## src/hw/rtl/mfd_pkg.sv

```systemverilog
// Shared types and constants for the match frame decoder.
// Used by the front parser, the back executor and the top level.
`default_nettype none
package mfd_pkg;
    localparam logic [1:0] OP_DATA = 2'd0;
    localparam logic [1:0] OP_LOAD = 2'd1;
    localparam logic [1:0] OP_END  = 2'd2;

    localparam logic [1:0] KIND_MATCH = 2'd0;
    localparam logic [1:0] KIND_CLEAN = 2'd1;
    localparam logic [1:0] KIND_TRUNC = 2'd2;
    localparam logic [1:0] KIND_BADIX = 2'd3;

    localparam logic [1:0] PH_HEADER = 2'd0;
    localparam logic [1:0] PH_COUNT  = 2'd1;
    localparam logic [1:0] PH_DELTA  = 2'd2;
    localparam logic [1:0] PH_WEIGHT = 2'd3;

    localparam logic [7:0] MARKER_BYTE = 8'h40;

    localparam logic [1:0] CMD_LOAD  = 2'd0;
    localparam logic [1:0] CMD_MATCH = 2'd1;
    localparam logic [1:0] CMD_END   = 2'd2;

    typedef struct packed {
        logic [1:0]  cmd;
        logic [1:0]  kind;
        logic        indexed;
        logic        last;
        logic [31:0] row_id;
        logic [31:0] value;
        logic [15:0] index;
    } mfd_cmd_t;
endpackage
`default_nettype wire

```

## src/hw/rtl/mfd_queue.sv

```systemverilog
// Short command queue between the front parser and the back executor.
// Depends on mfd_pkg for the command type.
`default_nettype none
module mfd_queue import mfd_pkg::*; (
    input  wire logic     aclk,
    input  wire logic     aresetn,
    input  wire logic     wr_en,
    input  wire mfd_cmd_t wr_data,
    output logic          slots_free,
    input  wire logic     rd_en,
    output logic          rd_valid,
    output mfd_cmd_t      rd_data
);
    mfd_cmd_t   mem_reg [4];
    logic [1:0] wp_reg, rp_reg;
    logic [2:0] cnt_reg;

    assign rd_valid   = (cnt_reg != 3'd0);
    assign rd_data    = mem_reg[rp_reg];
    assign slots_free = (cnt_reg <= 3'd2);

    always_ff @(posedge aclk) begin
        if (wr_en) begin
            mem_reg[wp_reg] <= wr_data;
        end
    end

    always_ff @(posedge aclk) begin
        if (!aresetn) begin
            wp_reg  <= '0;
            rp_reg  <= '0;
            cnt_reg <= '0;
        end else begin
            if (wr_en) begin
                wp_reg <= wp_reg + 2'd1;
            end
            if (rd_en) begin
                rp_reg <= rp_reg + 2'd1;
            end
            cnt_reg <= cnt_reg + 3'(wr_en) - 3'(rd_en);
        end
    end
endmodule
`default_nettype wire

```

## config.mk

```make
export PLATFORM = sky130hd
export DESIGN_NAME = mfd_queue
export DESIGN_NICKNAME = d
export VERILOG_FILES = /design/src/hw/rtl/mfd_pkg.sv /design/src/hw/rtl/mfd_queue.sv
export SDC_FILE = /design/constraint.sdc
export NUM_CORES = 1
export LEC_CHECK = 0
export ABC_AREA = 0
export BUFFER_PORTS_ARGS = -buffer_cell sky130_fd_sc_hd__buf_2
export CORE_MARGIN = 10
export CORE_UTILIZATION = 50
export DETAILED_ROUTE_END_ITERATION = 6
export HOLD_SLACK_MARGIN = 0.15
export PLACE_DENSITY = 0.81
export SLEW_MARGIN = 15
export SYNTH_ARGS = -nofsm -noshare
export SYNTH_HDL_FRONTEND = slang
export SYNTH_SLANG_ARGS = --single-unit
```

## constraint.sdc

```tcl
create_clock -name aclk -period 4.25 [get_ports aclk]
set_clock_uncertainty 0.2 [all_clocks]
set_input_delay 1.275 -clock aclk [delete_from_list [all_inputs] [get_ports aclk]]
set_output_delay 1.275 -clock aclk [all_outputs]
set_load 0.01 [all_outputs]
```

### Word-level counts from Yosys, hierarchy flattened

Memory sizes are Yosys's and may differ from the RTL's. A register that Yosys moved wholly into a read port is not among the register bits.
Index checks and enable logic that the tools add are counted.

* register bits after elaboration: 7
* bits in latches: 0
* RAM bits: 344
* ROM bits: 0
* input port bits: 90
* output and inout port bits: 88
* logic and storage cells: 14
* memories kept: 1

Memory list
* mem_reg: depth 4, width 86, rd ports 1, clocked after Yosys merged registers in 1, wr ports 1, RTL line mfd_queue.sv:14 `mfd_cmd_t mem_reg [4];`

* add/subtract/negate cells: 4
* multiply operators: 0
* divide/modulo/power cells: 0
* magnitude comparators: 1
* equal/unequal tests: 0
* shift operators: 0
* mux-type cells: 4
* bitwise operators: 0
* reductions and logical operators: 1

Operators with widths (number)
* 2-bit by 1-bit adder with 2-bit output, second input constant: 2
* 2-bit 2-to-1 mux: 2
* 3-bit by 1-bit adder with 3-bit output: 1
* 3-bit by 2-bit <= comparator with 1-bit output, second input constant: 1
* 3-bit nonzero test: 1
* 3-bit by 1-bit subtractor with 3-bit output: 1
* 1-bit 2-to-1 mux: 2

### Depth between registers and ports, before layout

Gate-level depths: netlist (run 1).

* depth after elaboration: 3
* mapped depth: 8
* depth with buffers taken out: 8

### Least setup slack after synthesis (run 1)

OpenSTA, ideal clock, no wires.

* path type: input to register
* from: in wr_en
* to: mem mem_reg[0][0] (netlist bit) (enable)
* arrival: 3272 ps
* required time: 3596 ps
* slack: 324 ps
* cell stages on the path: 1
* cells stage by stage: and2_1

* cells in the longest elaborated chain, start to end: 2

RTL lines
* from (decl): RTL line mfd_queue.sv:7 `input wire logic wr_en,`
* 1-bit 2-to-1 mux: RTL line mfd_queue.sv:23 `if (wr_en) begin`
* 1-bit 2-to-1 mux (not written as such): RTL line mfd_queue.sv:24 `mem_reg[wp_reg] <= wr_data;`
* to (decl): RTL line mfd_queue.sv:14

Every way passes these cells.

==> out/qor.yml, run 1 <==
synth:
  synth.most_common_cell: "edfxtp_1"
  synth_top_cell_by_area: "edfxtp_1"
  yosys-top-cells-area: "edfxtp_1 (80%), mux4_2 (15%), dfxtp_1 (1.4%), buf_12 (0.78%), ha_1 (0.68%)"
  synthAdderAreaFrac_pct: 0.835
  synth_compound_area_share_pct: 0.184
  synth_edf_count: 344
  synth_xor_area_share_pct: 0.204
  yosys.area_share.simple_pct: 0.515
  ys_seq_area_share_pct: 81.6
  ys_warn_count: 0
  synthCells: 495
  synthArstFlopShare_pct: 0
  synth.distinct_cells: 19
  netlist.area_leader.share_pct: 80.2
  ys.flop_type: "edfxtp_1"
  ys_ff_latch: 353
  synth_mux_area_share_pct: 15.1
  synth_nets: 593
  syn_area_um2: 12900
  syn_area_per_cell_um2: 26.0
  synth_top_family_by_area: "multiplexers"
  synthTopCellsByCount: "edfxtp_1 (344), mux4_2 (86), buf_2 (10), dfxtp_1 (9), inv_1 (8)"
floorplan:
  die_y_um: 181
  dieArea_um2: 32600
  die_w_um: 181
  rows: 58
  ios: 178
  initial_core_util_pct: 51.0
  core_um2: 25300
layout:
  areaGrowthSynthToFinish_pct: 18.5
  nNetsFinal: 800
  drive_gt1_share_pct: 44.8
  largest_reg_flops: 344
  utilization_pct: 60.5
  n_fill_cell: 1749
  design_area_um2: 15300
pwr:
  power_w: 0.00765
  peakVddDrop_v: 0.000358
  power_density_nw_per_um2: 501
  static-leakage-power_nw: 5.15
route:
  wirelength_um: 25000
  post_drt_wl_per_cell_um: 23.6
  ant_nets: 0
  drtIter0Drc: 414
  vias: 5819
  dr.pass1.iters: 4
  viasPerCell: 5.49
  drcViolationCount: 0
global_route:
  grt_max_degree: 56
  antenna_found_initial: 7
  grt_usage_pct: 15.2
  grt_pass1_wl_um: 38500
  grt_overflow: 0
  grt_pass1_vias: 6421
critical_path:
  cp_slowest_cell: "dfxtp_4"
  worst-path-max-fanout: 30
  crit_path_start_kind: "flop"
  cp.required_ns: 2.77
  crit_path_end_kind: "output pin"
  reg2reg_setup_slack_ns: 2.27
  cpPeakStageDelay_ns: 0.67
  crit_chain: "buf_4, mux4_2, buf_2"
  critPathArrivalTime_ns: 2.15
  critical-path-top-delay-family: "flip-flops"
  critPathKind: "flop to output pin"
  crit_buf_inv: 2
timing:
  tightestPinTransition_ns: 0.495
  hold_ws_ns: 0.350
  max_freq_mhz: 276
  slew_violations: 0
  fin_tns_setup_ns: 0
  min_period_over_period_pct: 85.4
  period_needed_ns: 3.63
  rsz0062_at_grt: "no"
  setup_viol: 0
  hold_viol: 0
  relSlewSlack_pct: 67.0
clocking:
  postCtsSetupBuffers: 0
  cts-hold-fix-buffers: 0
  cts_buffers: 36
  cts_buffer_depth: 3
  cts_root_buf: "clkbuf_16"
  cts_tree: "done"
  post_cts_resized: 0
  numClockSinks: 353
  clk_latency_ns: 0.51
  path_clk_slew_ns: 0.06
  h-tree-depth: 2
worst_hold_path:
  min_path_type: "flop to flop"
placed_design:
  post-dp-hpwl_um: 16000
  placed_cell_area_um2: 14200
  place_congestion: 0.711
  port-buffer-count: 177
run:
  cap_violations: 0
status:
  status: "complete, no violations"
==> layer usage <==
layer  GRT usage [%]  part of all wire [%]  vias up
li1                -                     -     2535
met1            18.3                    38     2984
met2            25.4                    51      236
met3            5.04                   8.3       54
met4            4.49                   2.1       10
met5               0                  0.25        -
==> worst register-to-register path, stage by stage (launching register included) <==
cell and delay, ns:
dfxtp_1 0.35, inv_1 0.11, ha_1 0.16, and2_4 0.42, buf_4 0.40
==> cell type report <==
| type | count | area (um^2) | share of cell area [%] |
|---|---|---|---|
| diodes | 2 | 5.00 | 0.0328 |
| multi-input cells | 114 | 2180 | 14.3 |
| flip-flops and latches | 353 | 10500 | 68.8 |
| repair buffers | 189 | 1060 | 6.96 |
| clock buffers | 49 | 971 | 6.36 |
| well taps | 330 | 413 | 2.70 |
| inverters | 8 | 30.0 | 0.197 |
| clock inverters | 15 | 96.3 | 0.631 |
==> layout by cell type (no fill, tap or decap) <==
cell type	synthesis	routed
clkinv_1	0	9
edfxtp_1	344	344
clkbuf_1	4	12
buf_4	0	5
buf_2	10	177
a31o_2	1	1
mux4_2	86	86
bufinv_16	0	1
diode_2	0	2
buf_12	5	7
nand3b_1	1	1
mux2i_1	1	1
ha_1	7	7
dfxtp_4	0	2
a21oi_1	1	1
nor2_1	6	6
dfxtp_1	9	7
and2_4	0	4
fa_1	1	1
a21bo_2	1	1
xnor2_1	3	3
inv_1	8	8
clkbuf_16	0	37
nand3_1	1	1
and2_1	5	1
clkinv_2	0	3
inv_6	0	2
==> worst paths after layout <==
path	startpoint	to	depth (start not counted)
worst max register to register	wp_reg[0]$_SDFFE_PN0P_	mem_reg[0][82]$_DFFE_PP_	4
worst min register to register	rp_reg[1]$_SDFFE_PN0P_	flop	2
worst max-delay path	flop	rd_data[56]	3
worst min-delay path	rp_reg[1]$_SDFFE_PN0P_	flop	2
==> through the flow <==
| step | setup slack, ns | std cells |
|---|---|---|
| floorplan | 0.324 | 495 |
| global placement | 1.15 | 994 |
| detailed placement | 1.12 | 994 |
| CTS | 0.550 | 1058 |
| global route | 0.537 | 1058 |
| finish | 0.622 | 1060 |
==> cell families (layout without fill, tap and decap cells) <==
kind of cell             after synthesis  in the layout
AND/OR/NAND/NOR                       13             13
XOR/XNOR                               3              3
other                                  0              2
flip-flops                           353            353
buffers and inverters                 28            261
AO/OA/AOI/OAI                          3              3
adder cells (fa/ha/maj)                8              8
multiplexers                          87             87
==> where the power goes <==
group          total, W  internal, W  switching, W
combinational  0.000756     0.000349      0.000407
sequential      0.00405      0.00400     0.0000513
clock           0.00284      0.00166       0.00118
Note: power is estimated with default switching activity, not from simulation.
==> run 2, diff against run 1 <==
--- a/config.mk
+++ b/config.mk
@@ -7,11 +7,14 @@
 export LEC_CHECK = 0
 export ABC_AREA = 0
 export BUFFER_PORTS_ARGS = -buffer_cell sky130_fd_sc_hd__buf_2
+export CELL_PAD_IN_SITES_DETAIL_PLACEMENT = 1
+export CELL_PAD_IN_SITES_GLOBAL_PLACEMENT = 2
 export CORE_MARGIN = 10
-export CORE_UTILIZATION = 50
+export CORE_UTILIZATION = 45
 export DETAILED_ROUTE_END_ITERATION = 6
 export HOLD_SLACK_MARGIN = 0.15
-export PLACE_DENSITY = 0.81
+export PLACE_DENSITY = 0.89
+export RECOVER_POWER = 100
 export SLEW_MARGIN = 15
 export SYNTH_ARGS = -nofsm -noshare
 export SYNTH_HDL_FRONTEND = slang
==> run 2 against run 1 <==
The run now ends with max-capacitance violations, max-slew violations left. Register-to-register slack lost 1.2 ns. Final cell count grew 4.3%. Clock-buffer cell count grew 2. Worst setup slack lost 0.27 ns. Sequential power is essentially flat. Total power grew 1.7%. Flip-flop and latch count is the same. Critical path type unchanged. Critical endpoint is now rd_data[48].
==> out/qor.yml, run 2 (synthesis results as in run 1) <==
placed_design:
  port-buffer-count: 177
  post-dp-hpwl_um: 17300
  place_congestion: 0.693
  place_ws_ns: 0.912
global_route:
  antenna_found_initial: 0
  grt_pass1_vias: 6750
  grt_pass1_wl_um: 41400
  grt_max_degree: 57
  grt_usage_pct: 15.1
  grt_overflow: 0
worst_hold_path:
  min-delay-start: "rp_reg[1]$_SDFFE_PN0P_"
  hold_depth: 2
  min_path_type: "flop to flop"
clocking:
  path_clk_slew_ns: 0.06
  numClockSinks: 353
  cts_tree: "done"
  h-tree-depth: 2
  clk_latency_ns: 0.49
  post_cts_resized: 0
  cts_buffer_depth: 3
  cts-hold-fix-buffers: 0
  cts_root_buf: "clkbuf_16"
  postCtsSetupBuffers: 0
  cts_buffers: 38
critical_path:
  cp.required_ns: 2.77
  critPathArrivalTime_ns: 2.43
  rr_endpoint: "mem_reg[0][4]$_DFFE_PP_"
  critPathKind: "flop to output pin"
  reg2reg_depth: 4
  crit_path_start_kind: "flop"
  crit_path_end_kind: "output pin"
  worst-path-max-fanout: 30
  cp_slowest_cell: "dfxtp_4"
  regToRegStartpoint: "wp_reg[0]$_SDFFE_PN0P_"
  cpPeakStageDelay_ns: 0.69
  crit_chain: "buf_6, mux4_2, clkbuf_1"
  reg2reg_setup_slack_ns: 1.10
status:
  failed_checks: "max-capacitance violations, max-slew violations"
  status: "finished with violations"
route:
  drtIter0Drc: 274
  ant_nets: 0
  vias: 5824
  post_drt_wl_per_cell_um: 24.5
  dr.pass1.iters: 5
  wirelength_um: 27100
  viasPerCell: 5.27
  drcViolationCount: 0
floorplan:
  dieArea_um2: 35800
  initial_core_util_pct: 46.0
  rows: 61
  core_um2: 28000
  die_w_um: 189
  ios: 178
  die_y_um: 189
layout:
  nNetsFinal: 800
  seq_area_um2: 10500
  utilization_pct: 53.9
  drive_gt1_share_pct: 21.0
  final_cell_mix: "edfxtp_1 (344), clkbuf_1 (186), mux4_2 (86), clkbuf_16 (39), inv_1 (8)"
  areaGrowthSynthToFinish_pct: 17.2
  diodes: 0
  final_common_cell: "edfxtp_1"
  multi_input_area_um2: 2170
  n_fill_cell: 2534
  largest_reg_flops: 344
timing:
  setup_viol: 0
  max_freq_mhz: 256
  tightestPinTransition_ns: 2.17
  slew_violations: 39
  period_needed_ns: 3.90
  hold_viol: 0
  relSlewSlack_pct: -44.7
  min_period_over_period_pct: 91.8
  rsz0062_at_grt: "no"
  hold_ws_ns: 0.358
  fin_tns_setup_ns: 0
  worst_slack_ns: 0.349
pwr:
  peakVddDrop_v: 0.000379
  power_density_nw_per_um2: 515
  static-leakage-power_nw: 4.67
run:
  cap_violations: 1
## run 2: area by class of cell
cell class	instances	area share, %
well taps	378	3.13
clock inverters	15	0.646
clock buffers	51	6.89
repair buffers	187	5.08
multi-input cells	114	14.4
inverters	8	0.199
flip-flops and latches	353	69.6
## run 2: metal layers
metal	routed length (um)	global-route usage (%)	up-vias	share of wire, %
li1	-	-	2527	-
met1	10800	18.4	3064	40
met2	13900	26.1	196	51
met3	1870	4.17	37	6.9
met4	493	3.82	0	1.8
met5	0	0	-	0
## run 2: through the flow
step	area, um^2	total power (W)	instances
global placement	14200	0.00487	1040
CTS	15400	0.00794	1106
floorplan	12900	0.00458	495
global route	15100	0.00809	1106
detailed placement	14200	0.00492	1040
finish	15100	0.00777	1106
## run 2: worst max path at each step
stage / from / to / slack [ns] / depth (start not counted)
after floorplan: wr_en / mem_reg[0][0]$_DFFE_PP_ / 0.32 / 1
after CTS: flop / rd_data[12] / 0.36 / 3
final: flop / rd_data[48] / 0.35 / 3
after detailed placement: flop / rd_data[12] / 0.91 / 3
after global routing: flop / rd_data[52] / 0.14 / 3
after global placement: flop / rd_data[60] / 0.93 / 3
## run 2: critical path, delay by kind of cell, from the launching register on
kind                   cells  cell delay [ns]
flip-flops                 1             0.69
buffers and inverters      2             0.61
multiplexers               1             0.60
## run 2: where the power goes
part / internal [W] / switching, W / total (W)
registers: 0.00401 / 0.0000655 / 0.00407
logic: 0.000292 / 0.000406 / 0.000698
clock network: 0.00177 / 0.00123 / 0.00300
==> run 3, diff against run 2 <==
--- a/config.mk
+++ b/config.mk
@@ -7,13 +7,11 @@
 export LEC_CHECK = 0
 export ABC_AREA = 0
 export BUFFER_PORTS_ARGS = -buffer_cell sky130_fd_sc_hd__buf_2
-export CELL_PAD_IN_SITES_DETAIL_PLACEMENT = 1
-export CELL_PAD_IN_SITES_GLOBAL_PLACEMENT = 2
 export CORE_MARGIN = 10
-export CORE_UTILIZATION = 45
+export CORE_UTILIZATION = 50
 export DETAILED_ROUTE_END_ITERATION = 6
 export HOLD_SLACK_MARGIN = 0.15
-export PLACE_DENSITY = 0.89
+export PLACE_DENSITY = 0.81
 export RECOVER_POWER = 100
 export SLEW_MARGIN = 15
 export SYNTH_ARGS = -nofsm -noshare
==> run 3 against run 2 <==
The run now ends clean. Hold slack worse by 0.014 ns. Global-route usage increased by 0.071 points. Combinational power hardly changed. Worst setup slack gained 0.13 ns. Clock-buffer cell count is 2 lower. Largest cell class unchanged. Total power shrank 2.3%.
==> out/qor.yml, run 3 (synthesis results as in run 1) <==
run:
  cap_violations: 0
clocking:
  cts-hold-fix-buffers: 0
  cts_root_buf: "clkbuf_16"
  cts_buffers: 36
  cts_tree: "done"
  h-tree-depth: 2
  numClockSinks: 353
  clk_latency_ns: 0.51
  post_cts_resized: 0
  cts_buffer_depth: 3
  path_clk_slew_ns: 0.06
  postCtsSetupBuffers: 0
floorplan:
  die_w_um: 181
  dieArea_um2: 32600
  ios: 178
  die_y_um: 181
  rows: 58
  initial_core_util_pct: 51.0
  core_um2: 25300
timing:
  setup_viol: 0
  fin_tns_setup_ns: 0
  worst_slack_ns: 0.476
  hold_ws_ns: 0.345
  tightestPinTransition_ns: 1.32
  slew_violations: 0
  max_freq_mhz: 265
  min_period_over_period_pct: 88.8
  hold_viol: 0
  period_needed_ns: 3.77
  relSlewSlack_pct: 12.3
  rsz0062_at_grt: "no"
critical_path:
  worst-path-max-fanout: 55
  critPathArrivalTime_ns: 2.30
  critPathKind: "flop to output pin"
  reg2reg_depth: 3
  rr_endpoint: "mem_reg[3][58]$_DFFE_PP_"
  reg2reg_setup_slack_ns: 1.13
  regToRegStartpoint: "wp_reg[0]$_SDFFE_PN0P_"
  cp.required_ns: 2.77
  crit_path_start_kind: "flop"
  crit_path_end_kind: "output pin"
route:
  vias: 5837
  post_drt_wl_per_cell_um: 23.7
  ant_nets: 0
  drcViolationCount: 0
  viasPerCell: 5.52
  dr.pass1.iters: 4
  wirelength_um: 25000
  drtIter0Drc: 407
layout:
  nNetsFinal: 800
  final_cell_mix: "edfxtp_1 (344), clkbuf_1 (187), mux4_2 (86), clkbuf_16 (37), clkinv_1 (9)"
  final_common_cell: "edfxtp_1"
  areaGrowthSynthToFinish_pct: 16.2
  largest_reg_flops: 344
  diodes: 0
  utilization_pct: 59.3
  drive_gt1_share_pct: 20.5
pwr:
  static-leakage-power_nw: 4.64
  peakVddDrop_v: 0.000355
  power_density_nw_per_um2: 507
worst_hold_path:
  hold_depth: 2
  min-delay-start: "rp_reg[1]$_SDFFE_PN0P_"
  min_path_type: "flop to flop"
global_route:
  grt_max_degree: 56
  grt_pass1_vias: 6421
  grt_usage_pct: 15.2
  antenna_found_initial: 3
  grt_overflow: 0
  grt_pass1_wl_um: 38500
placed_design:
  post-dp-hpwl_um: 16000
  place_ws_ns: 1.12
  port-buffer-count: 177
  place_congestion: 0.711
status:
  status: "complete, no violations"
==> run 3: worst max-delay path: stages (launching register included) <==
cell      delay, ns
dfxtp_4        0.34
buf_6          0.55
mux4_2         0.63
clkbuf_1       0.16
==> run 3: power breakdown <==
group,total [W],internal [W],switching [W],leakage [nW]
combinational,0.000699,0.000289,0.000409,0.885
sequential,0.00406,0.00401,0.0000504,3.24
clock,0.00284,0.00166,0.00118,0.519
==> run 3: worst max-delay path by stage <==
| stage | slack (ns) | cells after the start | from | end |
|---|---|---|---|---|
| 6_report | 0.48 | 3 | flop | rd_data[85] |
| 5_1_grt | 0.33 | 3 | flop | rd_data[81] |
| 4_1_cts | 0.55 | 3 | flop | rd_data[56] |
| 3_5_place_dp | 1.12 | 3 | flop | rd_data[65] |
| 3_3_place_gp | 1.15 | 3 | flop | rd_data[41] |
| 2_1_floorplan | 0.32 | 1 | wr_en | mem_reg[0][0]$_DFFE_PP_ |
==> run 3: metal layers <==
layer  GRT usage (%)  vias up  wire length [um]
li1                -     2532                 -
met1            18.3     3018              9530
met2            25.4      230             12800
met3            5.04       51              2140
met4            4.49        6               522
met5               0        -                34
==> run 3: through the flow <==
stage | power (W) | cell area, um^2 | std cells
global placement | 0.00486 | 14200 | 994
floorplan | 0.00458 | 12900 | 495
CTS | 0.00775 | 15300 | 1058
detailed placement | 0.00490 | 14200 | 994
global route | 0.00789 | 15000 | 1058
finish | 0.00759 | 15000 | 1058
==> run 3: area by class of cell <==
class	count	area, um^2
multi-input combinational	114	2180
clock inverter	15	96.3
tap	330	413
inverter	8	30.0
clock buffer	49	971
timing repair buffer	189	768
fill	1844	10300
sequential	353	10500
