==> config.mk <==
export PLATFORM = sky130hd
export DESIGN_NAME = mfd_front
export DESIGN_NICKNAME = d
export VERILOG_FILES = /design/src/hw/rtl/mfd_pkg.sv /design/src/hw/rtl/mfd_front.sv
export SDC_FILE = /design/constraint.sdc
export NUM_CORES = 1
export LEC_CHECK = 0
export ABC_AREA = 1
export BUFFER_PORTS_ARGS = -buffer_cell sky130_fd_sc_hd__clkbuf_2
export CAP_MARGIN = 20
export CORE_ASPECT_RATIO = 1.5
export CORE_MARGIN = 1
export CORE_UTILIZATION = 39
export DETAILED_ROUTE_END_ITERATION = 10
export GPL_TIMING_DRIVEN = 0
export HOLD_SLACK_MARGIN = 0.03
export RECOVER_POWER = 25
export SETUP_SLACK_MARGIN = 0.2
export SKIP_LAST_GASP = 1
export SLEW_MARGIN = 5
export SYNTH_ARGS = -nofsm -noshare
export SYNTH_HDL_FRONTEND = slang
export SYNTH_SLANG_ARGS = --single-unit
==> constraint.sdc <==
create_clock -name aclk -period 4.6 [get_ports aclk]
set_input_delay 0.92 -clock aclk [delete_from_list [all_inputs] [get_ports aclk]]
set_output_delay 0.92 -clock aclk [all_outputs]
set_load 0.005 [all_outputs]
==> src/hw/rtl/mfd_pkg.sv <==
// Shared types and constants for the match frame decoder.
// Used by the front parser, the back executor and the top level.
`default_nettype none
package mfd_pkg;
    localparam logic [1:0] OP_DATA = 2'd0;
    localparam logic [1:0] OP_LOAD = 2'd1;
    localparam logic [1:0] OP_END  = 2'd2;

    localparam logic [1:0] KIND_MATCH = 2'd0;
    localparam logic [1:0] KIND_CLEAN = 2'd1;
    localparam logic [1:0] KIND_TRUNC = 2'd2;
    localparam logic [1:0] KIND_BADIX = 2'd3;

    localparam logic [1:0] PH_HEADER = 2'd0;
    localparam logic [1:0] PH_COUNT  = 2'd1;
    localparam logic [1:0] PH_DELTA  = 2'd2;
    localparam logic [1:0] PH_WEIGHT = 2'd3;

    localparam logic [7:0] MARKER_BYTE = 8'h40;

    localparam logic [1:0] CMD_LOAD  = 2'd0;
    localparam logic [1:0] CMD_MATCH = 2'd1;
    localparam logic [1:0] CMD_END   = 2'd2;

    typedef struct packed {
        logic [1:0]  cmd;
        logic [1:0]  kind;
        logic        indexed;
        logic        last;
        logic [31:0] row_id;
        logic [31:0] value;
        logic [15:0] index;
    } mfd_cmd_t;
endpackage
`default_nettype wire

==> src/hw/rtl/mfd_front.sv <==
// Front parser: walks the frame byte stream and issues table loads, matches
// and end reports as commands. Depends on mfd_pkg.
`default_nettype none
module mfd_front import mfd_pkg::*; #(
    parameter int FRAME_SIZE  = 32,
    parameter int TABLE_DEPTH = 4096
) (
    input  wire logic        aclk,
    input  wire logic        aresetn,
    input  wire logic        in_valid,
    input  wire logic [1:0]  in_opcode,
    input  wire logic [7:0]  in_byte,
    input  wire logic [11:0] in_index,
    input  wire logic [31:0] in_weight,
    output logic             cmd_valid,
    output mfd_cmd_t         cmd
);
    localparam logic [7:0] FRAME_PAIRS = 8'(FRAME_SIZE);

    logic [1:0]  phase_reg, phase_next;
    logic [31:0] last_row_reg, last_row_next;
    logic [3:0]  dw_reg, dw_next;
    logic [2:0]  ww_reg, ww_next;
    logic        idx_reg, idx_next;
    logic [7:0]  pairs_reg, pairs_next;
    logic [2:0]  pos_reg, pos_next;
    logic [31:0] dacc_reg, dacc_next;
    logic [31:0] wacc_reg, wacc_next;
    logic [31:0] wfull;
    logic [31:0] dfull;

    always_comb begin
        dfull = dacc_reg;
        wfull = wacc_reg;
        if (pos_reg < 3'd4) begin
            dfull = dacc_reg | (32'(in_byte) << {pos_reg[1:0], 3'b000});
            wfull = wacc_reg | (32'(in_byte) << {pos_reg[1:0], 3'b000});
        end
    end

    always_comb begin
        phase_next    = phase_reg;
        last_row_next = last_row_reg;
        dw_next       = dw_reg;
        ww_next       = ww_reg;
        idx_next      = idx_reg;
        pairs_next    = pairs_reg;
        pos_next      = pos_reg;
        dacc_next     = dacc_reg;
        wacc_next     = wacc_reg;
        cmd_valid     = 1'b0;
        cmd           = '0;
        if (in_valid) begin
            if (in_opcode == OP_LOAD) begin
                if (32'(in_index) < 32'(TABLE_DEPTH)) begin
                    cmd_valid = 1'b1;
                end
                cmd.cmd   = CMD_LOAD;
                cmd.index = 16'(in_index);
                cmd.value = in_weight;
            end else if (in_opcode == OP_END) begin
                cmd_valid     = 1'b1;
                cmd.cmd       = CMD_END;
                cmd.kind      = (phase_reg == PH_HEADER) ? KIND_CLEAN : KIND_TRUNC;
                phase_next    = PH_HEADER;
                last_row_next = '1;
                dw_next       = '0;
                ww_next       = '0;
                idx_next      = 1'b0;
                pairs_next    = '0;
                pos_next      = '0;
                dacc_next     = '0;
                wacc_next     = '0;
            end else if (in_opcode == OP_DATA) begin
                unique case (phase_reg)
                    PH_HEADER: begin
                        if (in_byte == MARKER_BYTE) begin
                            last_row_next = '1;
                        end else begin
                            dw_next  = 4'd1 + 4'(in_byte[2:0]);
                            ww_next  = 3'd1 + 3'(in_byte[4:3]);
                            idx_next = in_byte[5] & ~in_byte[7];
                            if (in_byte[7]) begin
                                phase_next = PH_COUNT;
                            end else begin
                                pairs_next = FRAME_PAIRS;
                                phase_next = PH_DELTA;
                                pos_next   = '0;
                                dacc_next  = '0;
                                wacc_next  = '0;
                            end
                        end
                    end
                    PH_COUNT: begin
                        pairs_next = in_byte;
                        if (in_byte == 8'd0) begin
                            phase_next = PH_HEADER;
                        end else begin
                            phase_next = PH_DELTA;
                            pos_next   = '0;
                            dacc_next  = '0;
                            wacc_next  = '0;
                        end
                    end
                    PH_DELTA: begin
                        dacc_next = dfull;
                        if ({1'b0, pos_reg} + 4'd1 >= dw_reg) begin
                            last_row_next = last_row_reg + dfull + 32'd1;
                            phase_next    = PH_WEIGHT;
                            pos_next      = '0;
                            wacc_next     = '0;
                        end else begin
                            pos_next = pos_reg + 3'd1;
                        end
                    end
                    PH_WEIGHT: begin
                        wacc_next = wfull;
                        if (pos_reg + 3'd1 < ww_reg) begin
                            pos_next = pos_reg + 3'd1;
                        end else begin
                            cmd_valid  = 1'b1;
                            cmd.cmd    = CMD_MATCH;
                            cmd.row_id = last_row_reg;
                            cmd.value  = wfull;
                            cmd.last   = (pairs_reg == 8'd1);
                            cmd.index  = 16'(wfull);
                            cmd.indexed = idx_reg;
                            cmd.kind   = KIND_MATCH;
                            if (idx_reg && wfull >= 32'(TABLE_DEPTH)) begin
                                cmd.kind = KIND_BADIX;
                            end
                            pairs_next = pairs_reg - 8'd1;
                            if (pairs_reg == 8'd1) begin
                                phase_next = PH_HEADER;
                            end else begin
                                phase_next = PH_DELTA;
                                pos_next   = '0;
                                dacc_next  = '0;
                                wacc_next  = '0;
                            end
                        end
                    end
                    default: phase_next = PH_HEADER;
                endcase
            end
        end
    end

    always_ff @(posedge aclk) begin
        if (!aresetn) begin
            phase_reg    <= PH_HEADER;
            last_row_reg <= '1;
            dw_reg       <= '0;
            ww_reg       <= '0;
            idx_reg      <= 1'b0;
            pairs_reg    <= '0;
            pos_reg      <= '0;
            dacc_reg     <= '0;
            wacc_reg     <= '0;
        end else begin
            phase_reg    <= phase_next;
            last_row_reg <= last_row_next;
            dw_reg       <= dw_next;
            ww_reg       <= ww_next;
            idx_reg      <= idx_next;
            pairs_reg    <= pairs_next;
            pos_reg      <= pos_next;
            dacc_reg     <= dacc_next;
            wacc_reg     <= wacc_next;
        end
    end
endmodule
`default_nettype wire

Word level (Yosys, flattened, before mapping)
Index checks and enable logic that the tools add are counted.

Bits in registers: 117. Bits of input ports: 57. Word-level logic and storage cells: 131.

Add/subtract/negate cells: 7. Magnitude comparators: 4. Eq/ne operators: 16. Shift-type cells: 1. Mux-type cells: 74. Bitwise operators: 5. Reduce and logical (&&, ||, !) cells: 15.

Operators with widths (number): $mux W32 (18); $pmux W32 S4 (2); $mux W85 (3); $mux W86 (1); $mux W82 (1); $or A32 B32 Y32 (2); $pmux W32 S2 (1); $mux W48 (1); $mux W8 (5); $mux W3 (12); $mux W36 (1); $add A32 B1 Y32 const B (1); $add A32 B32 Y32 (1); $ge A32 B13 Y1 const B (1); $shl A8 B5 Y32 (1); $pmux W8 S3 (1); $mux W2 (11); $reduce_and A7 Y1 (3); $mux W4 (5); $ne A3 B3 Y1 const B (6); $pmux W3 S4 (1); $reduce_and A6 Y1 (2); $mux W1 (10); $eq A8 B1 Y1 const B (1); other kinds (25) (31).

Longest topological paths before layout
Gate-level depths: netlist (run 1).

Word-level depth: 12. Gate-level depth with buffers: 19.

Worst setup path before layout (run 1)
No wires, ideal clock.

Path type: reg2out. From: register pos_reg[0]. To: output port cmd[52] (netlist bit). Data arrival time: 2.083 ns. Required time: 3.680 ns. Slack: 1.597 ns. Cell stages (with the launch flop): 12. Cell sequence: dfxtp_1 > ha_1 > ha_1 > nand2_1 > nand2_1 > nand2_1 > nand2_1 > nand4_1 > or2_2 > clkbuf_1 > clkbuf_1 > nor2_1.

RTL lines: start: declaration (RTL line mfd_front.sv:26) `logic [2:0] pos_reg, pos_next;`; start signal: assignment (RTL line mfd_front.sv:167) `pos_reg <= pos_next;`; end: declaration (RTL line mfd_front.sv:16) `output mfd_cmd_t cmd`.

==> results of run 1 <==
-- final timing paths --
kind,depth (start not counted),slack [ps],endpoint
hold reg to reg,2,470,pairs_reg[4]$_SDFFE_PN0P_
setup reg to reg,16,980,last_row_reg[28]$_SDFFE_PN1P_
setup / recovery,12,520,cmd[60]
hold / removal,2,470,pairs_reg[4]$_SDFFE_PN0P_
-- worst reg2reg max path, delay by kind of cell (launching register included) --
family | cells | cell delay, ps
adders and majority gates | 1 | 410
DFF | 1 | 400
and+or+nand+nor | 12 | 1840
buffers and inverters | 3 | 860
-- final cells by class --
cell class                 count  area [µm²]
fill                        2569       12100
multi-input combinational   1198        5550
sequential                   117        2340
inverter                     261         980
timing repair buffer         142         709
clock buffer                  20         457
tap                          315         394
buffer                        67         310
clock inverter                12         176
-- stage by stage --
step	util, %	setup WS, ps	power, mW
6_report	47.3	523	3.64
5_1_grt	47.3	291	3.86
4_1_cts	47.5	294	3.65
3_5_place_dp	44.7	762	2.19
3_3_place_gp	44.7	795	2.17
2_1_floorplan	-	1600	1.89
-- cells in the mapped netlist, types with 4 or more instances --
cell type	instances	area, µm²
clkbuf_1	36	135
a21oi_1	95	475
nand3_1	88	440
o211ai_1	13	97.6
dfxtp_1	117	2340
nor3_1	8	40.0
inv_1	256	961
nor2_1	275	1030
buf_2	23	115
buf_6	4	45.0
ha_1	43	538
xor2_1	4	35.0
inv_2	5	18.8
nand4_1	9	56.3
nand2_1	482	1810
a21o_1	16	120
o21ai_0	133	666
-- power by group through the flow --
stage	sequential [mW]	clock (mW)	combinational [mW]
2_1_floorplan	1.12	0	0.770
6_report	1.11	1.46	1.07
4_1_cts	1.11	1.47	1.06
3_5_place_dp	1.13	0	1.06
5_1_grt	1.12	1.51	1.22
3_3_place_gp	1.13	0	1.04
-- cells by family (layout without fill, tap and decap cells) --
kind of cell,Yosys count,after routing,synth area share (%)
AOI/OAI and AO/OA,271,271,15.9
xor gates and xnor gates,6,6,0.571
buffers and inverters,328,502,14.1
and+or+nand+nor,877,877,38.0
adders and majority gates,44,44,6.06
DFF,117,117,25.4
-- metal layers --
| metal | share of wire [%] | global-route usage, % |
|---|---|---|
| met1 | 39 | 29.1 |
| met2 | 52 | 52.9 |
| met3 | 4.0 | 3.82 |
| met4 | 4.9 | 14.8 |
| met5 | 0 | 0 |
-- what timing repair did --
action                     CTS  global route
setup endpoints to repair    0            10
resized for setup            0             2
hold buffers                 0             0
==> flow_summary.toml, run 1 <==
[logic_synthesis]
synth_flop_cell = "dfxtp_1"
async_flop_share_pct = 0
ys_ff_latch = 117
synth_edf_count = 0
ys_seq_area_share_pct = 25.4
syn_avg_cell_area_um2 = 5.60
synth_cells = 1643
yosysWarnings = 0
syn_area_um2 = 9210
syn_nets = 1744
ys_types = 37

[pwr]
p_seq_share_pct = 30.5
p_switching_mw = 1.28
p_int_mw = 2.36
ir_drop_mv = 0.271
combPwrFrac_pct = 29.4
switching_share_pct = 35.3
power.density_nw_per_um2 = 334
clkPwrFrac_pct = 40.1
leakagePower_nw = 6.07

[drt]
vias = 10656
avgRoutedWirePerCell_um = 15.4
first_pass_iters = 5
drtIter0Drc = 589
routed_wl_um = 32800
vias_per_cell = 5.00
drc = 0
antenna_left = 0

[placed_design]
gp_congestion = 0.926
dp_hpwl_um = 26200
place_area_um2 = 10300
numPlacedInstances = 2100
io_buffers = 142

[timing]
tns_ps = 0
slew_viol_final = 0
fmax_ghz = 0.245
tightest_slew_ps = 1130
setup_violations = 0
period_needed_ps = 4080
grt_setup_unrepaired = "no"
finalCritPeriodShare_pct = 88.6
hold_viol_final = 0
hold_slack_ps = 468
max_slew_margin_pct = 24.3
skew_ps = 10.1

[floorplan]
core.rowCount = 68
ios = 144
coreArea_um2 = 23100
initial_core_util_pct = 39.9
die-area_um2 = 24200
die_height_um = 190
die_w_um = 127

[grt]
grt_pass1_wl_um = 51600
gr-usage-all-layers_pct = 27.8
grt_max_degree = 17
globalRouteOverflowTotal = 0
antenna_found_initial = 0
grt_pass1_vias = 10219

[clock_tree]
cts_tree = "yes"
postCtsSetupBuffers = 0
clk_latency_ps = 430
clk_pin_slew_ps = 60
cts_root_buffer = "clkbuf_16"
numCtsBuffers = 17
cts_sinks = 117
h-tree-depth = 4
cts_buffer_depth = 2

[setup_path]
criticalPathCategory = "register to output port"
crit_start = "pos_reg[0]$_SDFFE_PN0P_"
path_max_fanout = 10
slowest_delay_ps = 360
worst_ep_arrival_time_ps = 3160
crit_required_ps = 3680
cp_slowest_cell = "ha_1"
reg2reg_from = "pos_reg[0]$_SDFFE_PN0P_"
path_delay_family = "simple AND/OR/NAND/NOR gates"
worstPathCellList = "ha_1 -> ha_1 -> nand2_1 -> nand2_1 -> nand2_1 -> nand2_1 -> nand4_1 -> or2_2 -> clkbuf_2 -> clkbuf_1 -> nor2_1 -> clkbuf_2"
critPathCaptureType = "output port"
cp_common_cell = "nand2_1"
worst-path-buf-inv = 3
cp-start-kind = "register"

[finish]
layout_commonest_cell = "nand2_1"
drive_gt1_share_pct = 11.3
final_cells = 2132
fin_area_um2 = 10900
diodes = 0
fin_nets = 1905
layout_common_cells = "nand2_1 (482), nor2_1 (275), inv_1 (256)"
area.growth.synth_to_final_pct = 18.6

[worst_hold_path]
min_path_type = "register to register"
hold_start = "pairs_reg[4]$_SDFFE_PN0P_"

[flow_run]
cap_violations = 0

[outcome]
outcome = "finished, final reports clean"
(Power assumes the default switching activity.)
==> run 2, diff against run 1 <==
--- a/config.mk
+++ b/config.mk
@@ -13,7 +13,8 @@
 export CORE_UTILIZATION = 39
 export DETAILED_ROUTE_END_ITERATION = 10
 export GPL_TIMING_DRIVEN = 0
-export HOLD_SLACK_MARGIN = 0.03
+export HOLD_SLACK_MARGIN = 0.06
+export MAX_ROUTING_LAYER = met4
 export RECOVER_POWER = 25
 export SETUP_SLACK_MARGIN = 0.2
 export SKIP_LAST_GASP = 1
==> run 2 against run 1 <==
- maximum frequency rose by 0.79%
- sequential share of layout area barely moved
- global-route usage rose by 0.72 points
==> flow_summary.toml, run 2 (same netlist as run 1, synthesis figures left out) <==
[drt]
drtIter0Drc = 622
vias = 10584
avgRoutedWirePerCell_um = 15.4
vias_per_cell = 4.96
drc = 0
first_pass_iters = 5
antenna_left = 0
routed_wl_um = 32800

[pwr]
p_seq_share_pct = 30.6
leakagePower_nw = 6.07
power.density_nw_per_um2 = 333
clkPwrFrac_pct = 40.0
switching_share_pct = 35.2
p_switching_mw = 1.28
ir_drop_mv = 0.276
p_int_mw = 2.36
combPwrFrac_pct = 29.4

[timing]
tightest_slew_ps = 1120
max_slew_margin_pct = 24.7
setup_violations = 0
tns_ps = 0
setup_ws_ps = 555
finalCritPeriodShare_pct = 87.9
grt_setup_unrepaired = "no"
fmax_ghz = 0.247
period_needed_ps = 4050
hold_viol_final = 0
slew_viol_final = 0
skew_ps = 11.8

[worst_hold_path]
min_path_type = "register to register"
holdPathStages = 2

[finish]
fin_area_um2 = 10900
layout_commonest_cell = "nand2_1"
fin_nets = 1905
area.growth.synth_to_final_pct = 18.6
layout_common_cells = "nand2_1 (482), nor2_1 (275), inv_1 (256)"
final_cells = 2134
drive_gt1_share_pct = 11.3

[setup_path]
cp-start-kind = "register"
path_depth = 12
worst_ep_arrival_time_ps = 3130
worstPathCellList = "ha_1 -> ha_1 -> nand2_1 -> nand2_1 -> nand2_1 -> nand2_1 -> nand4_1 -> or2_2 -> clkbuf_2 -> clkbuf_2 -> nor2_1 -> clkbuf_2"
rr_worst_depth = 16
slowest_delay_ps = 380
worst-path-buf-inv = 3
path_max_fanout = 12
cp_slowest_cell = "or2_2"
crit_required_ps = 3680
r2r_slack_ps = 890
path_delay_family = "simple AND/OR/NAND/NOR gates"
criticalPathCategory = "register to output port"
critPathCaptureType = "output port"
cp_common_cell = "nand2_1"

[clock_tree]
cts_sinks = 117
cts_tree = "yes"
clk_latency_ps = 440
cts_buffer_depth = 2
clk_pin_slew_ps = 60
post_cts_resize_count = 0
numCtsBuffers = 17
postCtsSetupBuffers = 0
h-tree-depth = 4
cts_root_buffer = "clkbuf_16"
hold_buffers = 0

[floorplan]
coreArea_um2 = 23100
ios = 144
die_w_um = 127
core.rowCount = 68
die_height_um = 190
initial_core_util_pct = 39.9
die-area_um2 = 24200

[grt]
grt_max_degree = 17
grt_pass1_vias = 9834
globalRouteOverflowTotal = 0
grt_pass1_wl_um = 51300
antenna_found_initial = 1
gr-usage-all-layers_pct = 28.5

[placed_design]
place_area_um2 = 10300
gp_congestion = 0.925
dp_slack_ps = 671
numPlacedInstances = 2100
dp_hpwl_um = 26300
io_buffers = 142

[flow_run]
cap_violations = 0

[outcome]
outcome = "finished, final reports clean"
## run 2: cell types whose count changed in the layout (fill, tap and decap cells not counted)
cell,previous run,this run
clkinv_2,3,1
diode_2,0,2
clkbuf_2,144,145
clkinvlp_4,2,3
## run 2: layout make-up
| cell class | count | area (µm²) |
|---|---|---|
| fillers | 2531 | 12100 |
| multi-input cells | 1198 | 5550 |
| flip-flops and latches | 117 | 2340 |
| inverters | 261 | 980 |
| repair buffers | 142 | 709 |
| clock buffers | 21 | 460 |
| well taps | 315 | 394 |
| plain buffers | 67 | 312 |
| clock inverters | 11 | 174 |
| diodes | 2 | 5.00 |
## run 2: stage by stage
| stage | utilization [%] | total power [mW] | hold WS (ps) |
|---|---|---|---|
| after floorplan | - | 1.89 | 435 |
| after global routing | 47.4 | 3.85 | 481 |
| final | 47.4 | 3.64 | 464 |
| after global placement | 44.7 | 2.18 | 452 |
| after CTS | 47.5 | 3.65 | 469 |
| after detailed placement | 44.7 | 2.19 | 460 |
## run 2: worst paths after layout
path                                   from                       endpoint
hold reg to reg   pairs_reg[4]$_SDFFE_PN0P_      pairs_reg[4]$_SDFFE_PN0P_
setup reg to reg    pos_reg[0]$_SDFFE_PN0P_  last_row_reg[28]$_SDFFE_PN1P_
hold / removal    pairs_reg[4]$_SDFFE_PN0P_      pairs_reg[4]$_SDFFE_PN0P_
setup / recovery    pos_reg[0]$_SDFFE_PN0P_                        cmd[55]
## run 2: tightest hold or removal path: cells and delay by family, from the launching register on
kind / cells / cell delay, ps
flops: 1 / 310
compound gates: 1 / 50
simple gates: 1 / 60
## run 2: power by group through the flow
stage	Sequential (mW)	Clock, mW	Combinational [mW]
floorplan	1.12	0	0.770
global placement	1.13	0	1.05
detailed placement	1.13	0	1.06
CTS	1.11	1.47	1.06
global route	1.12	1.51	1.23
finish	1.11	1.46	1.07
## run 2: routing by layer
layer,wire length [µm],global-route usage [%],vias up
met5,0,-,-
met4,1750,15.7,0
met3,1480,3.68,85
li1,-,-,5438
met1,12700,29.5,4747
met2,16800,51.8,314
==> run 3, diff against run 2 <==
==> constraint.sdc (replaced) <==
create_clock -name aclk -period 4.6 [get_ports aclk]
set_input_delay 0.46 -clock aclk [delete_from_list [all_inputs] [get_ports aclk]]
set_output_delay 0.46 -clock aclk [all_outputs]
set_load 0.005 [all_outputs]
==> run 3 against run 2 <==
- sequential share of layout area barely moved
- largest cell class unchanged
- highest routed layer unchanged
- worst hold slack got worse by 5.1 ps
- clock-buffer cell count unchanged
- sequential power is essentially flat
- via count down 0.61%
==> flow_summary.toml, run 3 (same netlist as run 1, synthesis figures left out) <==
[floorplan]
die-area_um2 = 24200
initial_core_util_pct = 39.9
ios = 144
die_w_um = 127
die_height_um = 190
coreArea_um2 = 23100
core.rowCount = 68

[clock_tree]
cts_buffer_depth = 2
numCtsBuffers = 17
clk_latency_ps = 440
cts_tree = "yes"
hold_buffers = 0
post_cts_resize_count = 0
cts_sinks = 117
postCtsSetupBuffers = 0
clk_pin_slew_ps = 60
cts_root_buffer = "clkbuf_16"
h-tree-depth = 4

[timing]
finalCritPeriodShare_pct = 86.0
grt_setup_unrepaired = "no"
skew_ps = 11.7
setup_violations = 0
max_slew_margin_pct = 25.2
fmax_ghz = 0.253
tns_ps = 0
period_needed_ps = 3960
tightest_slew_ps = 1110
slew_viol_final = 0
hold_viol_final = 0

[finish]
area.sequential_um2 = 2340
fin_nets = 1905
diodes = 0
multiInputGateArea_um2 = 5550
drive_gt1_share_pct = 11.2
fillers = 2532
layout_commonest_cell = "nand2_1"
final_cells = 2132
area.growth.synth_to_final_pct = 18.5
fin_area_um2 = 10900
layout_common_cells = "nand2_1 (482), nor2_1 (275), inv_1 (256)"

[setup_path]
path_delay_family = "buffers and inverters"
path_max_fanout = 10
path_depth = 11
criticalPathCategory = "register to output port"
cp_slowest_cell = "clkbuf_1"
slowest_delay_ps = 580
critPathCaptureType = "output port"
cp-start-kind = "register"
crit_required_ps = 4140
worstPathCellList = "ha_1 -> xor2_1 -> ha_1 -> nand2_1 -> nand2_1 -> nand4_1 -> or2_2 -> clkbuf_1 -> clkbuf_1 -> nor2_1 -> clkbuf_2"
reg2reg_from = "pos_reg[0]$_SDFFE_PN0P_"
rr_worst_depth = 16
worst_ep_arrival_time_ps = 3500
worst-path-buf-inv = 3
crit_start = "pos_reg[0]$_SDFFE_PN0P_"

[drt]
vias_per_cell = 4.93
routed_wl_um = 32700
drc = 0
drtIter0Drc = 665
first_pass_iters = 5
vias = 10519
avgRoutedWirePerCell_um = 15.4
antenna_left = 0

[worst_hold_path]
min_path_type = "input pin to register"
hold_start = "aresetn"
holdPathStages = 4

[grt]
globalRouteOverflowTotal = 0
grt_pass1_wl_um = 51300
gr-usage-all-layers_pct = 28.5
grt_max_degree = 17
antenna_found_initial = 0
grt_pass1_vias = 9834

[pwr]
ir_drop_mv = 0.275
power.density_nw_per_um2 = 333
leakagePower_nw = 6.06

[placed_design]
io_buffers = 142
dp_hpwl_um = 26300
numPlacedInstances = 2100
place_area_um2 = 10300
gp_congestion = 0.925

[outcome]
outcome = "finished, final reports clean"

[flow_run]
cap_violations = 0
## run 3: cell types whose count changed in the layout (fill, tap and decap cells not counted)
cell and delta:
buf_6 -1, clkbuf_1 +3, clkbuf_2 -2, diode_2 -2, nand3_1 -1, nand3_2 +1
## run 3: final timing paths
| path | slack, ps | endpoint |
|---|---|---|
| setup / recovery | 640 | cmd[55] |
| hold / removal | 460 | last_row_reg[11]$_SDFFE_PN1P_ |
| setup reg to reg | 880 | last_row_reg[28]$_SDFFE_PN1P_ |
| hold reg to reg | 460 | pairs_reg[4]$_SDFFE_PN0P_ |
## run 3: layout make-up
class	count	area share [%]
Multi-Input combinational cell	1198	50.9
Sequential cell	117	21.5
Inverter	261	8.98
Timing Repair Buffer	142	6.50
Clock buffer	21	4.22
Tap cell	315	3.61
Buffer	67	2.76
Clock inverter	11	1.59
## run 3: metrics by stage
step / power, mW / hold WS (ps) / setup slack [ps] / util (%)
2_1_floorplan: 1.89 / 435 / 2060 / -
3_3_place_gp: 2.18 / 452 / 1150 / 44.7
3_5_place_dp: 2.19 / 460 / 1130 / 44.7
4_1_cts: 3.65 / 453 / 667 / 47.5
5_1_grt: 3.85 / 481 / 371 / 47.3
6_report: 3.64 / 459 / 643 / 47.3
## run 3: report_power, final
| group | leakage [nW] | internal, mW | total (mW) | switching, mW |
|---|---|---|---|---|
| registers | 0.957 | 1.08 | 1.11 | 0.0360 |
| clock network | 0.300 | 0.936 | 1.45 | 0.518 |
| logic | 4.80 | 0.346 | 1.07 | 0.723 |
| total | 6.06 | 2.36 | 3.64 | 1.28 |
## run 3: routing by layer
layer	GRT usage (%)	wire length, µm	share of wire [%]	up-vias
met5	-	0	0	-
li1	-	-	-	5432
met3	3.68	1300	4.0	89
met2	51.8	16800	51	301
met1	29.5	12900	39	4697
met4	15.7	1770	5.4	0
## run 3: tightest hold or removal path: stages
cell	delay (ps)
clkbuf_2	110
inv_2	150
a21oi_1	60
o21ai_0	70
